`config.mk`:
```
export PLATFORM = sky130hd
export DESIGN_NAME = ascii85_stream_decoder
export DESIGN_NICKNAME = d
export VERILOG_FILES = /design/src/rtl/a85_pkg.sv /design/src/rtl/ascii85_stream_decoder.sv
export SDC_FILE = /design/constraint.sdc
export NUM_CORES = 1
export LEC_CHECK = 0
export ABC_AREA = 0
export BUFFER_PORTS_ARGS = -buffer_cell sky130_fd_sc_hd__buf_2
export CORE_UTILIZATION = 45
export DETAILED_ROUTE_END_ITERATION = 10
export GPL_TIMING_DRIVEN = 1
export SKIP_LAST_GASP = 1
export SYNTH_ARGS = -nofsm -noshare
export SYNTH_HDL_FRONTEND = slang
export SYNTH_SLANG_ARGS = --single-unit
```
`constraint.sdc`:
```
create_clock -name clk -period 16.32 [get_ports clk]
set_clock_uncertainty 0.1 [all_clocks]
set_input_delay 4.896 -clock clk [delete_from_list [all_inputs] [get_ports clk]]
set_output_delay 4.896 -clock clk [all_outputs]
set_load 0.01 [all_outputs]
```
`src/rtl/a85_pkg.sv`:
```
// Types, character codes and helper functions for the ASCII85 stream decoder.
// Depends on nothing; imported by the decoder, its checker and the bench.
package a85_pkg;

  // Result status codes.
  typedef enum logic [1:0] {
    ST_DATA      = 2'd0,
    ST_END       = 2'd1,
    ST_MALFORMED = 2'd2,
    ST_BAD_GROUP = 2'd3
  } a85_status_t;

  // Character codes of interest.
  localparam logic [7:0] CH_BANG  = 8'h21;  // '!' digit value 0
  localparam logic [7:0] CH_U     = 8'h75;  // 'u' digit value 84
  localparam logic [7:0] CH_Z     = 8'h7A;  // 'z' four zero bytes
  localparam logic [7:0] CH_TILDE = 8'h7E;  // '~' end marker lead
  localparam logic [7:0] CH_GT    = 8'h3E;  // '>' end marker tail

  localparam int unsigned GROUP_DIGITS = 5;
  localparam int unsigned SLOTS        = 4;

  // Up to four results decoded from one input word.
  typedef struct packed {
    logic [2:0]                   cnt;
    logic [31:0]                  word;
    a85_status_t [SLOTS-1:0]      st;
  } a85_bundle_t;

  // Whitespace that is skipped between digits.
  function automatic logic is_space(input logic [7:0] c);
    return (c == 8'h00) || (c == 8'h09) || (c == 8'h0A) ||
           (c == 8'h0C) || (c == 8'h0D) || (c == 8'h20);
  endfunction

  // Padding a group of n digits with 'u' digits gives (v + 1) * 85^(5-n) - 1.
  // This returns the power of 85 for the digit counts that produce bytes.
  function automatic logic [19:0] pad_scale(input logic [2:0] n);
    logic [19:0] s;
    s = 20'd1;
    case (n)
      3'd2:    s = 20'd614125;
      3'd3:    s = 20'd7225;
      3'd4:    s = 20'd85;
      default: s = 20'd1;
    endcase
    return s;
  endfunction

endpackage

```
`src/rtl/ascii85_stream_decoder.sv`:
```
// Top level of the ASCII85 stream decoder: input register, decode, result
// queue and output register. Depends on a85_pkg.
//
// Decodes one ASCII85 character per word at up to one word per cycle. Each
// character gives zero to four result words (data bytes, end of data, a
// malformed end marker, or a dropped invalid group). Results leave through a
// single output register at one word per cycle while the receiver is ready,
// so a character with several results sends them one by one; a queue of
// FIFO_DEPTH decoded bundles absorbs these bursts and the input stalls only
// when that queue is full. A character passes through the input register,
// the result queue and the output register. Once the end of data is decoded,
// every further character is consumed and dropped until reset.
module ascii85_stream_decoder
  import a85_pkg::*;
#(
  parameter int FIFO_DEPTH = 4
) (
  input  logic       clk,
  input  logic       rst_n,
  input  logic       in_tvalid,
  output logic       in_tready,
  input  logic [7:0] in_tdata,   // [7:0] character
  input  logic [0:0] in_tuser,   // [0] source_done
  output logic       out_tvalid,
  input  logic       out_tready,
  output logic [7:0] out_tdata,  // [7:0] data_byte
  output logic [1:0] out_tuser,  // [1:0] status
  output logic       out_tlast
);

  localparam int PTR_W = (FIFO_DEPTH > 1) ? $clog2(FIFO_DEPTH) : 1;
  localparam int CNT_W = $clog2(FIFO_DEPTH + 1);

  // Input register.
  logic       in_vld_r;
  logic [7:0] char_r;
  logic       done_r;

  // Decoder state.
  logic [2:0]  dc_r, dc_nxt;
  logic [31:0] gv_r, gv_nxt;
  logic        bad_r, bad_nxt;
  logic        tilde_r, tilde_nxt;
  logic        fin_r, fin_nxt;

  // Result queue.
  a85_bundle_t      fifo_r [FIFO_DEPTH];
  logic [PTR_W-1:0] wr_ptr_r, rd_ptr_r;
  logic [CNT_W-1:0] fcnt_r;
  logic             fifo_full, fifo_empty;

  // Output register.
  logic        out_vld_r;
  logic [7:0]  out_byte_r;
  a85_status_t out_st_r;
  logic        out_last_r;
  logic [1:0]  slot_r;

  a85_bundle_t bnd;
  a85_bundle_t head;
  logic        take, push, pop, load, head_last;
  logic        is_dig;
  logic [7:0]  dval;
  logic [31:0] v85;
  logic [51:0] pad_prod;
  logic [31:0] pad_word;
  logic [7:0]  head_byte;

  assign fifo_full  = (fcnt_r == CNT_W'(FIFO_DEPTH));
  assign fifo_empty = (fcnt_r == '0);

  // An item with no results never needs queue space.
  assign take      = in_vld_r && ((bnd.cnt == 3'd0) || !fifo_full);
  assign push      = take && (bnd.cnt != 3'd0);
  assign in_tready = !in_vld_r || take;

  // Digit accumulation: v * 85 + d, with 85 = 64 + 16 + 4 + 1.
  assign is_dig = (char_r >= CH_BANG) && (char_r <= CH_U);
  assign dval   = char_r - CH_BANG;
  assign v85    = (gv_r << 6) + (gv_r << 4) + (gv_r << 2) + gv_r + {24'd0, dval};

  // Padded value of a partial group for a flush.
  assign pad_prod = {20'd0, gv_r + 32'd1} * {32'd0, pad_scale(dc_r)};
  assign pad_word = pad_prod[31:0] - 32'd1;

  // Decode one character against the group state.
  always_comb begin
    logic [2:0]  dc_inc;
    logic        bad_inc;
    logic [2:0]  nbytes;
    a85_status_t tail;
    dc_inc  = dc_r + 3'd1;
    bad_inc = bad_r | ~is_dig;
    nbytes  = (dc_r == 3'd0) ? 3'd0 : dc_r - 3'd1;
    tail    = ST_END;
    dc_nxt    = dc_r;
    gv_nxt    = gv_r;
    bad_nxt   = bad_r;
    tilde_nxt = tilde_r;
    fin_nxt   = fin_r;
    bnd.cnt   = 3'd0;
    bnd.word  = 32'd0;
    bnd.st    = {SLOTS{ST_DATA}};
    if (fin_r) begin
      // Past the end: drop everything.
    end else if (done_r || tilde_r) begin
      // End of data, with any partial group flushed first.
      if (tilde_r && (done_r || (char_r != CH_GT))) begin
        tail = ST_MALFORMED;
      end
      if ((dc_r != 3'd0) && bad_r) begin
        bnd.cnt   = 3'd2;
        bnd.st[0] = ST_BAD_GROUP;
        bnd.st[1] = tail;
      end else begin
        bnd.cnt  = nbytes + 3'd1;
        bnd.word = pad_word;
        for (int i = 0; i < SLOTS; i++) begin
          if (3'(i) == nbytes) begin
            bnd.st[i] = tail;
          end
        end
      end
      dc_nxt    = 3'd0;
      gv_nxt    = 32'd0;
      bad_nxt   = 1'b0;
      tilde_nxt = 1'b0;
      fin_nxt   = 1'b1;
    end else if (is_space(char_r)) begin
      // Whitespace is skipped.
    end else if (char_r == CH_TILDE) begin
      tilde_nxt = 1'b1;
    end else if ((char_r == CH_Z) && (dc_r == 3'd0)) begin
      // Four zero bytes.
      bnd.cnt = 3'd4;
    end else begin
      // Digit, or an invalid character that spoils the group.
      if (dc_inc == 3'(GROUP_DIGITS)) begin
        if (bad_inc) begin
          bnd.cnt   = 3'd1;
          bnd.st[0] = ST_BAD_GROUP;
        end else begin
          bnd.cnt  = 3'd4;
          bnd.word = v85;
        end
        dc_nxt  = 3'd0;
        gv_nxt  = 32'd0;
        bad_nxt = 1'b0;
      end else begin
        dc_nxt  = dc_inc;
        bad_nxt = bad_inc;
        if (is_dig) begin
          gv_nxt = v85;
        end
      end
    end
  end

  // Input register and decoder state.
  always_ff @(posedge clk) begin
    if (!rst_n) begin
      in_vld_r <= 1'b0;
      dc_r     <= 3'd0;
      gv_r     <= 32'd0;
      bad_r    <= 1'b0;
      tilde_r  <= 1'b0;
      fin_r    <= 1'b0;
    end else begin
      if (in_tready) begin
        in_vld_r <= in_tvalid;
      end
      if (take) begin
        dc_r    <= dc_nxt;
        gv_r    <= gv_nxt;
        bad_r   <= bad_nxt;
        tilde_r <= tilde_nxt;
        fin_r   <= fin_nxt;
      end
    end
  end

  // Input payload needs no reset.
  always_ff @(posedge clk) begin
    if (in_tready && in_tvalid) begin
      char_r <= in_tdata;
      done_r <= in_tuser[0];
    end
  end

  // Result queue storage.
  always_ff @(posedge clk) begin
    if (push) begin
      fifo_r[wr_ptr_r] <= bnd;
    end
  end

  // Serialize the head bundle one slot at a time.
  assign head      = fifo_r[rd_ptr_r];
  assign head_last = ({1'b0, slot_r} == (head.cnt - 3'd1));
  assign load      = !fifo_empty && (!out_vld_r || out_tready);
  assign pop       = load && head_last;

  always_comb begin
    case (slot_r)
      2'd0:    head_byte = head.word[31:24];
      2'd1:    head_byte = head.word[23:16];
      2'd2:    head_byte = head.word[15:8];
      default: head_byte = head.word[7:0];
    endcase
  end

  // Queue pointers, output valid and slot index.
  always_ff @(posedge clk) begin
    if (!rst_n) begin
      wr_ptr_r  <= '0;
      rd_ptr_r  <= '0;
      fcnt_r    <= '0;
      out_vld_r <= 1'b0;
      slot_r    <= 2'd0;
    end else begin
      if (push) begin
        wr_ptr_r <= (wr_ptr_r == PTR_W'(FIFO_DEPTH - 1)) ? '0 : wr_ptr_r + 1'b1;
      end
      if (pop) begin
        rd_ptr_r <= (rd_ptr_r == PTR_W'(FIFO_DEPTH - 1)) ? '0 : rd_ptr_r + 1'b1;
      end
      fcnt_r <= fcnt_r + CNT_W'(push) - CNT_W'(pop);
      if (load) begin
        out_vld_r <= 1'b1;
        slot_r    <= head_last ? 2'd0 : slot_r + 2'd1;
      end else if (out_tready) begin
        out_vld_r <= 1'b0;
      end
    end
  end

  // Output payload; non-data results carry a zero byte.
  always_ff @(posedge clk) begin
    if (load) begin
      out_st_r   <= head.st[slot_r];
      out_byte_r <= (head.st[slot_r] == ST_DATA) ? head_byte : 8'd0;
      out_last_r <= head_last;
    end
  end

  assign out_tvalid = out_vld_r;
  assign out_tdata  = out_byte_r;
  assign out_tuser  = out_st_r;
  assign out_tlast  = out_last_r;

endmodule

```
---- Word-level counts from Yosys, hierarchy flattened ----
Memories as Yosys holds them, arrays and structs flattened. A register that Yosys moved wholly into a read port is not among the register bits.
Cells that the tools add are included.
word-level totals
  logic and storage cells ................. 161
  memories ................................ 1
  bits in writable memories ............... 172
  output and inout bits ................... 13
  register bits after elaboration ......... 69
memories
  memory  words  width  read ports  clocked after memory_dff  write ports  RTL line                      text
  fifo_r  4      43     1           1                         1            ascii85_stream_decoder.sv:47  a85_bundle_t fifo_r [FIFO_DEPTH];
operators by class
  mux-type cells .......................... 59
  bitwise logic cells ..................... 3
  multiply operators ...................... 1
  reduce and logical (&&, ||, !) cells .... 38
  equality and inequality tests ........... 24
  $add $sub $neg .......................... 16
  $lt $le $gt $ge ......................... 3
operator list
  cell                                                                                 count
  32-bit two-way mux                                                                   8
  35-bit two-way mux                                                                   4
  32-bit adder                                                                         3
  20-bit case mux with 3 select lines                                                  1
  43-bit two-way mux                                                                   1
  36-bit two-way mux                                                                   1
  2-bit two-way mux                                                                    17
  32-bit by 1-bit adder with 32-bit output, second input constant                      1
  32-bit by 8-bit adder with 32-bit output                                             1
  8-bit by 4-bit equality test with 1-bit output, second input constant                4
  32-bit by 20-bit multiplier with 32-bit output                                       1
  32-bit by 1-bit subtractor with 32-bit output, second input constant                 1
  3-bit two-way mux                                                                    9
  8-bit case mux with 3 select lines                                                   1
  8-bit by 7-bit equality test with 1-bit output, second input constant                2
  1-bit two-way mux                                                                    14
  3-bit logical NOT                                                                    4
  1-bit logical OR                                                                     10
  3-bit equality test, second input constant                                           3
  1-bit logical AND                                                                    9
  3-bit nonzero test                                                                   3
  8-bit by 6-bit equality test with 1-bit output, second input constant                1
  8-bit by 6-bit greater-or-equal comparator with 1-bit output, second input constant  1
  8-bit by 7-bit less-or-equal comparator with 1-bit output, second input constant     1
  other kinds (27)                                                                     43

---- Logic depth before layout (Yosys ltp) ----
  depth in word-level cells ............... 17
  mapped depth ............................ 33
  depth with buffers taken out ............ 33

---- Least setup slack after synthesis ----
No wires, ideal clock.
  path type ............................... register -> register
  start point ............................. register gv_r[6]
  end point ............................... memory fifo_r[0][38] (netlist bit) (data pin)
  clock period less this slack ............ 7.950 ns
  setup time .............................. 0.266 ns
  arrival time ............................ 7.584 ns
  stages on the path, launching flop included .. 31
  setup slack ............................. 8.370 ns
  path through ............................ dfxtp_1 > nand3_1 > nor3_1 > and3_1 > xnor2_1 > inv_1 > nand2_1 > inv_1 > fa_1 > fa_1 > inv_1 > fa_1 > inv_1 > fa_1 > fa_1 > fa_1 > inv_1 > fa_1 > inv_1 > ha_1 > clkbuf_1 > a21o_1 > a21o_1 > a21oi_1 > o21bai_1 > a21oi_1 > o221ai_1 > a221oi_1 > o21ai_0 > xor2_1 > a22o_1
RTL lines
  element                 RTL line                       text
  from (decl)             ascii85_stream_decoder.sv:41   logic [31:0] gv_r, gv_nxt;
  from (signal assigned)  ascii85_stream_decoder.sv:174  gv_r <= gv_nxt;
  to (decl)               ascii85_stream_decoder.sv:47

==> summary.md <==
| Metric | Value |
|---|---|
| Area contributors post-synth | fa_1, edfxtp_1, ha_1, inv_1, dfxtp_1 |
| Gr usage total | 23.7% |
| Top cell type by total area after synthesis | fa_1 |
| Async SR Flop Fraction | 0% |
| First DRT Iteration DRCs | 1302 |
| Total grt overflow | 0 |
| Met1 GRT Util | 33.0% |
| Layout area overhead | 7.09% |
| DR pass1 iterations | 6 |
| Final Critical Period | 9.21 ns |
| CTS resizes | 0 |
| Syn Nets | 2871 |
| VDD IR-drop max | 0.0000867 V |
| DIE HEIGHT | 236 um |
| CTS clk-pin slew, worst paths | 0.07 ns |
| H-tree Lvls | 1 |
| CTS tree | built |
| Grt met3 use | 2.72% |
| Clock power share | 31.3% |
| Mapped Avg Cell Area | 10.7 um2 |
| TritonCTS buffer count | 24 |
| PD cells | 75.4 mW/mm2 |
| Met2 Use GR | 38.2% |
| Most used cell along the critical path | fa_1 |
| Pre-CTS setup slack | 7.25 ns |
| Leak | 12.4 nW |
| CP max FO | 9 |
| Setup TNS | 0 ns |
| Top-count cell post-synth | inv_1 |
| Die ar. | 0.0559 mm2 |
| Synth Warn # | 0 |
| Port buffer count | 25 |
| Final layout net count | 2878 |
| Core Rows | 85 |
| Initial Util | 45.8% |
| CTS Hold Bufs | 0 |
| Worst setup margin | 7.11 ns |
| Switching share of power | 31.8% |
| Fillers | 4973 |
| Initial antenna violation count | 1 |
| Dpl hpwl | 51800 um |
| DRT Wirelength | 64300 um |
| Final worst path period share | 56.4% |
| Worst-Skew Late Latency | 0.54 ns |
| Share of cells above drive strength 1 | 7.81% |
| Status | finished, final reports clean |
| RD Place Congestion | 1.01 |
| Final setup viols | 0 |
| Synth Cell Area | 0.0247 mm2 |
| Sequential share of the synthesized area | 27.4% |
| Maximum clock frequency | 109 MHz |
| Critical path's slowest cell | dfxtp_1 |
| Critical Path End Type | register |
| Comb power frac | 30.1% |
| P_int | 1.36 mW |
| Grt peak-use layer | met2 |
| Wire per inst | 21.3 um |
| EDFF count, synth | 192 |
| Crit-path max cell delay | 0.63 ns |
| Final hold viol count | 0 |
| Yosys top cell area share | 25.2% |
| Hold Path Class | reg2reg |
| Via density | 5.45 |
| CTS root buffer | clkbuf_16 |
| Post-CTS Setup Inserts | 0 |
| Sequential power share | 38.6% |
| First-pass GRT wire length | 101000 um |
| Top_reg_cell synth | edfxtp_1 |
| N_diodes | 0 |
| Pins over their slew limit | 0 |
| Top Ports | 26 |
| Largest net degree at the start of global routing | 54 |
| Core ar. | 0.0540 mm2 |
| Synth Register Bits | 243 |
| Yosys cell types | 78 |
| Critical Path AT | 9.42 ns |
| Commonest cells in the synthesized netlist | inv_1, fa_1, ha_1 |
| Unrepaired setup endpoints after global routing | no |
| CTS sink cnt | 243 |
| Required @ worst endpoint | 16.53 ns |
| Die Wd | 236 um |
| Max_cap viols | 0 |
| Rel. slew slack | 21.1% |
| DR DRC count | 0 |
| Gate Count Post-Synth | 2304 |
| Remaining antenna violation count after routing | 0 |
| NetSw | 0.634 mW |
| Critical path class | reg2reg |
| Maximum buffer depth of the clock tree | 3 |
| CP Launch Type | register |
| Vias in the first global route | 17300 |
| DR vias | 16500 |
| Worst slew pin tran | 1.18 ns |
-- power groups by stage --
| stage | sequential (mW) | clock (mW) | combinational [mW] |
|---|---|---|---|
| 3_3_place_gp | 0.784 | 0 | 0.590 |
| 2_1_floorplan | 0.788 | 0 | 0.417 |
| 3_5_place_dp | 0.786 | 0 | 0.598 |
| 6_report | 0.772 | 0.625 | 0.601 |
| 4_1_cts | 0.773 | 0.633 | 0.602 |
| 5_1_grt | 0.776 | 0.655 | 0.660 |
-- sequential cells by signal, summed over array words and instances, names as in the netlist, named ones only --
| register | flops |
|---|---|
| fifo_r | 172 |
| gv_r | 32 |
| char_r | 8 |
| out_tdata | 8 |
| dc_r | 3 |
| fcnt_r | 3 |
| out_tuser | 2 |
| rd_ptr_r | 2 |
| slot_r | 2 |
| wr_ptr_r | 2 |
| bad_r | 1 |
| done_r | 1 |
| fin_r | 1 |
| in_vld_r | 1 |
| out_tlast | 1 |
| out_tvalid | 1 |
| tilde_r | 1 |
-- worst max-delay path: cells and delay by family, from the launching register on --
kind / cells / cell delay [ns]
buffers and inverters: 5 / 0.83
adder cells (fa/ha/maj): 8 / 3.59
flip-flops: 1 / 0.63
XOR/XNOR: 2 / 0.57
AO/OA/AOI/OAI: 10 / 2.05
AND/OR/NAND/NOR: 3 / 1.22
-- kinds of logic (layout without fill, tap and decap cells) --
logic type / after synthesis / count (layout) / synth area share, %
and+or+nand+nor: 497 / 497 / 9.68
DFF: 243 / 243 / 27.4
xor gates and xnor gates: 140 / 140 / 5.01
adders and majority gates: 554 / 554 / 37.5
buffers and inverters: 517 / 542 / 8.08
muxes: 50 / 50 / 4.31
AOI/OAI and AO/OA: 303 / 303 / 8.00
-- per-layer routing --
| metal | wire (um) | part of all wire [%] | vias up |
|---|---|---|---|
| met1 | 28500 | 44 | 8297 |
| met4 | 2460 | 3.8 | 0 |
| li1 | - | - | 7591 |
| met2 | 30100 | 47 | 484 |
| met3 | 3190 | 5.0 | 114 |
| met5 | 0 | 0 | - |
-- cell type report --
class / instances / area (um2) / area share, %
Multi-Input combinational cell: 1544 / 16000 / 60.3
Sequential cell: 243 / 6790 / 25.6
Inverter: 454 / 1700 / 6.44
Tap cell: 696 / 871 / 3.29
Clock buffer: 31 / 657 / 2.48
Timing Repair Buffer: 44 / 268 / 1.01
Clock inverter: 13 / 229 / 0.865
-- placed cells by master (no fill, tap or decap), drive strengths merged, types with 24 or more instances in the layout --
cell type,instances
nor2b,24
a21oi,112
fa,311
a21o,36
xor2,41
o21ai,45
xnor2,98
inv,452
dfxtp,51
nor2,148
edfxtp,192
nor3,31
buf,44
ha,243
nand2,151
nand3,54
a21boi,25
mux4,45
a22oi,26
clkbuf,31
-- through the flow --
| step | utilization, % | cell area, um2 | std cells | hold slack (ns) | total power, mW |
|---|---|---|---|---|---|
| after global routing | 49.0 | 26500 | 3025 | 0.436 | 2.09 |
| after detailed placement | 47.4 | 25600 | 2981 | 0.389 | 1.38 |
| after floorplan | - | 24700 | 2304 | 0.367 | 1.21 |
| after CTS | 49.0 | 26500 | 3025 | 0.398 | 2.01 |
| after global placement | 47.4 | 25600 | 2981 | 0.370 | 1.37 |
| final | 49.0 | 26500 | 3025 | 0.397 | 2.00 |
-- worst paths after layout --
kind                            startpoint                 endpoint  slack (ns)  cells after the start
hold / removal    rd_ptr_r[1]$_SDFFE_PN0P_                 register        0.40                      2
setup reg to reg      gv_r[6]$_SDFFE_PN0P_  fifo_r[3][36]$_DFFE_PP_        7.11                     28
setup / recovery      gv_r[6]$_SDFFE_PN0P_  fifo_r[3][36]$_DFFE_PP_        7.11                     28
hold reg to reg   rd_ptr_r[1]$_SDFFE_PN0P_                 register        0.40                      2
No activity file was read; power rests on OpenSTA's default activity.
